--- config.mk ---
export PLATFORM = sky130hd
export DESIGN_NAME = ppe_divider
export DESIGN_NICKNAME = d
export VERILOG_FILES = /design/src/design/ppe_pkg.sv /design/src/design/ppe_divider.sv
export SDC_FILE = /design/constraint.sdc
export NUM_CORES = 1
export LEC_CHECK = 0
export ABC_AREA = 0
export BUFFER_PORTS_ARGS = -buffer_cell sky130_fd_sc_hd__buf_2
export CORE_UTILIZATION = 30
export DETAILED_ROUTE_END_ITERATION = 12
export PLACE_DENSITY = 0.55
export SKIP_LAST_GASP = 1
export SLEW_MARGIN = 20
export SYNTH_ARGS = -nofsm -noshare
export SYNTH_HDL_FRONTEND = slang
export SYNTH_SLANG_ARGS = --single-unit
--- constraint.sdc ---
create_clock -name clk -period 4.2 [get_ports clk]
set_input_delay 0.63 -clock clk [delete_from_list [all_inputs] [get_ports clk]]
set_output_delay 0.63 -clock clk [all_outputs]
set_load 0.005 [all_outputs]
--- src/design/ppe_pkg.sv ---
// shared types, constants and helper functions for the particle pool engine
package ppe_pkg;

    // pool geometry
    localparam int POOL_SIZE = 1024;
    localparam int SLOT_W    = $clog2(POOL_SIZE);

    // fixed-point constants
    localparam logic [18:0] TWO_PI_Q16  = 19'd411775;
    localparam logic [25:0] TURN_RECIP  = 26'd42949673;   // ceil(2^32 / 100)
    localparam logic [24:0] TURN_BIAS   = 25'd50;
    localparam logic [17:0] FRAC_ONE    = 18'd65536;
    localparam int          DIV_STEPS   = 17;
    localparam int          DIV_CNT_W   = $clog2(DIV_STEPS);

    // operation codes
    typedef enum logic [1:0] {
        OP_EMIT  = 2'd0,
        OP_TICK  = 2'd1,
        OP_QUERY = 2'd2
    } op_t;

    // configuration register indexes
    typedef enum logic [2:0] {
        REG_VEL_SPREAD_X = 3'd0,
        REG_VEL_SPREAD_Y = 3'd1,
        REG_SIZE_SPREAD  = 3'd2,
        REG_START_SIZE   = 3'd3,
        REG_FINAL_SIZE   = 3'd4,
        REG_LIFETIME     = 3'd5,
        REG_START_COLOR  = 3'd6,
        REG_FINAL_COLOR  = 3'd7
    } reg_idx_t;

    // main sequencer states
    typedef enum logic [3:0] {
        ST_CLEAR,
        ST_IDLE,
        ST_EMIT_WR,
        ST_TICK_RUN,
        ST_TICK_DRAIN,
        ST_Q_READ,
        ST_Q_DIV,
        ST_Q_MUL1,
        ST_Q_MUL2,
        ST_Q_OUT
    } state_t;

    // one pool slot as held in the slot memory
    typedef struct packed {
        logic               active;
        logic signed [31:0] pos_x;
        logic signed [31:0] pos_y;
        logic signed [31:0] vel_x;
        logic signed [31:0] vel_y;
        logic signed [31:0] angle;
        logic signed [31:0] life_left;
        logic        [23:0] life_total;
        logic signed [31:0] size_begin;
    } entry_t;

    // saturate to the signed 32-bit range
    function automatic logic signed [31:0] sat32(input logic signed [63:0] v);
        logic signed [31:0] r;
        if (v > 64'sd2147483647)
            r = 32'sh7FFFFFFF;
        else if (v < -64'sd2147483648)
            r = 32'sh80000000;
        else
            r = v[31:0];
        return r;
    endfunction

    // round half up, then drop 16 fraction bits
    function automatic logic signed [63:0] round_sh16(input logic signed [63:0] v);
        logic signed [63:0] w;
        w = v + 64'sd32768;
        return w >>> 16;
    endfunction

    // clamp to one colour byte
    function automatic logic [7:0] clamp_byte(input logic signed [63:0] v);
        logic [7:0] r;
        if (v < 64'sd0)
            r = 8'd0;
        else if (v > 64'sd255)
            r = 8'd255;
        else
            r = v[7:0];
        return r;
    endfunction

endpackage

--- src/design/ppe_divider.sv ---
// restoring divider for the life fraction, one quotient bit per cycle
module ppe_divider (
    input  logic               clk,
    input  logic               rst_n,
    input  logic               start,
    input  logic signed [31:0] life_left,
    input  logic        [23:0] life_total,
    output logic               done,
    output logic signed [17:0] frac
);
    import ppe_pkg::*;

    logic                 busy_reg;
    logic                 done_reg;
    logic [DIV_CNT_W-1:0] cnt_reg;
    logic [23:0]          rem_reg;
    logic [16:0]          q_reg;
    logic                 lsb_reg;
    logic                 neg_reg;
    logic                 sat_reg;
    logic                 zero_reg;
    logic [23:0]          div_reg;
    logic signed [17:0]   frac_reg;

    logic [31:0]        mag;
    logic               in_bit;
    logic [24:0]        trial;
    logic               q_bit;
    logic [23:0]        rem_next;
    logic [16:0]        q_next;
    logic [17:0]        mag_q;
    logic signed [17:0] frac_next;

    // magnitude of the dividend
    assign mag = life_left[31] ? 32'(-33'(life_left)) : life_left[31:0];

    // one restoring step
    always_comb
    begin
        in_bit   = (cnt_reg == DIV_CNT_W'(DIV_STEPS - 1)) ? lsb_reg : 1'b0;
        trial    = {rem_reg, in_bit};
        q_bit    = (trial >= {1'b0, div_reg});
        rem_next = q_bit ? 24'(trial - {1'b0, div_reg}) : trial[23:0];
        q_next   = {q_reg[15:0], q_bit};
        if (zero_reg)
            mag_q = 18'd0;
        else if (sat_reg || ({1'b0, q_next} > FRAC_ONE))
            mag_q = FRAC_ONE;
        else
            mag_q = {1'b0, q_next};
        frac_next = neg_reg ? -$signed(mag_q) : $signed(mag_q);
    end

    // control
    always_ff @(posedge clk or negedge rst_n)
    begin
        if (!rst_n)
        begin
            busy_reg <= 1'b0;
            done_reg <= 1'b0;
            cnt_reg  <= '0;
        end
        else
        begin
            done_reg <= 1'b0;
            if (start)
            begin
                busy_reg <= 1'b1;
                cnt_reg  <= DIV_CNT_W'(DIV_STEPS - 1);
            end
            else if (busy_reg)
            begin
                cnt_reg <= cnt_reg - 1'b1;
                if (cnt_reg == '0)
                begin
                    busy_reg <= 1'b0;
                    done_reg <= 1'b1;
                end
            end
        end
    end

    // datapath
    always_ff @(posedge clk)
    begin
        if (start)
        begin
            rem_reg  <= mag[24:1];
            lsb_reg  <= mag[0];
            q_reg    <= '0;
            div_reg  <= life_total;
            neg_reg  <= life_left[31];
            zero_reg <= (life_total == 24'd0);
            sat_reg  <= ({1'b0, mag} >= {8'd0, life_total, 1'b0});
        end
        else if (busy_reg)
        begin
            rem_reg <= rem_next;
            q_reg   <= q_next;
            if (cnt_reg == '0)
                frac_reg <= frac_next;
        end
    end

    assign done = done_reg;
    assign frac = frac_reg;

endmodule

==> metrics <==
CTS tree yes; #FFs+latches synth 93; CP arrival 3.87 ns; clk slew on worst S/H paths 0.06 ns; via count 5645; fillers 2281; Syn Nets 843; Leakage 3.32 nW; Crit path required time 4.30 ns; minimum clock period 3.77 ns; RSZ-0062 raised after global routing no; final period utilization 89.8%; Die Ht 151 um; Sw Ratio 41.7%; Total Power 4.62 mW; post-CTS setup buffer count 0; Hold Vio Cnt, Final 0; pwr/cell area 599 mW/mm^2; layout cells sized above 1 15.3%; area of the die 0.0228 mm^2; vias in the first global route 5333; max_slew headroom 32.9%; DRC Markers 0; GR Util All Layers 16.0%; core area 0.0218 mm^2; crit path from life_left[15]; cell count after synthesis 731; later-pin clock latency in the skew report 0.36 ns; commonest non-fill, non-tap cell in the layout buf_2; Flop pwr share 29.7%; Post-Synthesis Cell Area 0.00666 mm^2; Critical Path Source Type input port; first-pass GRT wire length 28.2 mm; htree depth 3; area leader, netlist edfxtp_1; combinational power share 52.3%; number of I/O port buffers 77; Post-synth EDFFs 70; Antenna Cells 0; final setup fails 0; Max clock buf depth 2; fmax 0.265 GHz; Slew Viols, Final 0; share of the synthesized area in the top cell type 31.6%; drt first pass iters 5; slowest library cell on the worst path or4_1; critical path, cell by cell buf_2 > or4_1 > or3_4 > or2_2 > o41ai_1 > xnor2_1 > ha_1 > nand2_1 > nor3_1 > o21ai_0 > o211ai_1 > a221oi_1 > o2111ai_1 > or3_1; hold buffer count at cts 0; initial core utilization 30.5%; DP HPWL 13.0 mm; Hold WC Path Type input port to async pin; Syn. warnings 0; Worst Tran Pin Value 1.00 ns; Post-Route WL 17.2 mm; worst r2r src rem_reg[17]$_DFFE_PP_; GR Overflow Total 0; final core occ 35.4%; via/cell ratio 5.15; Sw Pwr 1.93 mW; initial antenna violation count 0; Max FO, Critical Path 4; Std-Cell Rows 54; Num Clock Sinks 93; DRT iter0 DRCs 308; I/O Pins 78; Clock Tree Root clkbuf_16; layout overhead on the synthesized area 16.0%; syn_area_per_cell 9.11 um^2; Max-cap violations 0; crit-path max cell delay 0.56 ns; Clk pwr share 18.0%; CP Class input port to flip-flop; Int Power 2.70 mW; nets@finish 923; Worst Setup End Kind flip-flop; cts repair resizes 0; Die W 151 um; clock skew 0.0108 ns; cts bufs inserted 9; commonest non-fill, non-tap cells in the layout buf_2 (77), nor2_1 (70), edfxtp_1 (70); pin count of the biggest net entering global routing 67; Routability Congestion 0.834; run status finished, final reports clean; Most used DFF post-synth edfxtp_1; top cells by area, synth edfxtp_1 (32%), ha_1 (9.8%), dfxtp_1 (4.8%); ys async rst share 7.53%; setup TNS 0 ns; Seq/Total Area, Yosys 39.0%; drt wl/cell 15.7 um; peak supply drop 0.205 mV; Synth cell types 65; antenna viol nets, final 0
[cell usage after synthesis, types with 11 or more instances]
cell type	instances
a21oi_1	40
clkbuf_1	18
inv_1	62
dfxtp_1	16
a31oi_1	21
xnor2_1	35
o21ai_0	38
ha_1	52
nand2_1	64
mux2i_1	22
or3_1	11
edfxtp_1	70
a21o_1	14
nor2_1	70
nand3_1	17
nor3_1	18
[final cells by class]
type / instances / area, um^2 / share of cell area (%)
Timing Repair Buffer: 95 / 520 / 6.74
Tap cell: 280 / 350 / 4.54
Clock inverter: 3 / 26.3 / 0.340
Clock buffer: 13 / 272 / 3.52
Multi-Input combinational cell: 550 / 3720 / 48.2
Sequential cell: 93 / 2600 / 33.6
Inverter: 62 / 233 / 3.01
[metrics by stage]
stage                     std cells  instance area [um^2]  worst slack [ns]  hold WS, ns
after floorplan                 731                  6660             0.362        0.334
after global placement         1080                  7420             0.149        0.489
after detailed placement       1080                  7420            0.0861        0.482
after CTS                      1096                  7720             0.460       0.0999
after global routing           1096                  7720           0.00640        0.115
final                          1096                  7720             0.428        0.108
[path summary, 6_finish.rpt]
check / cells after the start / slack (ns) / to
min: 1 / 0.11 / done$_DFF_PN0_
max: 14 / 0.43 / sat_reg$_DFFE_PP_
min reg2reg: 2 / 0.54 / cnt_reg[4]$_DFFE_PN0P_
max in group asynchronous: 1 / 3.93 / cnt_reg[1]$_DFFE_PN0P_
max reg2reg: 15 / 0.44 / frac[12]$_DFFE_PP_
min in group clk: 1 / 0.48 / div_reg[3]$_DFFE_PP_
[critical path: cells and delay by family]
family	cells	cell delay, ns
and+or+nand+nor	6	1.71
adders and majority gates	1	0.28
xor gates and xnor gates	1	0.19
buffers and inverters	1	0.11
AOI/OAI and AO/OA	5	0.94
[routing by layer]
metal / vias to the layer above / global-route usage, % / part of all wire, %
met5: - / 0 / 0
met2: 159 / 24.7 / 43
met4: 0 / 4.85 / 1.8
met1: 2616 / 22.5 / 50
li1: 2851 / - / -
met3: 19 / 2.98 / 4.8
[power by group through the flow]
stage	registers [mW]	clock network, mW	logic [mW]
2_1_floorplan	1.35	0	1.76
3_3_place_gp	1.39	0	2.40
3_5_place_dp	1.39	0	2.38
4_1_cts	1.37	0.858	2.40
5_1_grt	1.40	0.894	2.71
6_report	1.37	0.833	2.42
[cells by family after synthesis]
family | count (synthesis) | share of synthesized area [%]
xor gates and xnor gates | 40 | 5.26
muxes | 24 | 3.70
and+or+nand+nor | 248 | 18.4
AOI/OAI and AO/OA | 185 | 18.4
DFF | 93 | 39.0
buffers and inverters | 88 | 5.15
adders and majority gates | 53 | 10.1
Note: power is estimated with default switching activity, not from simulation.
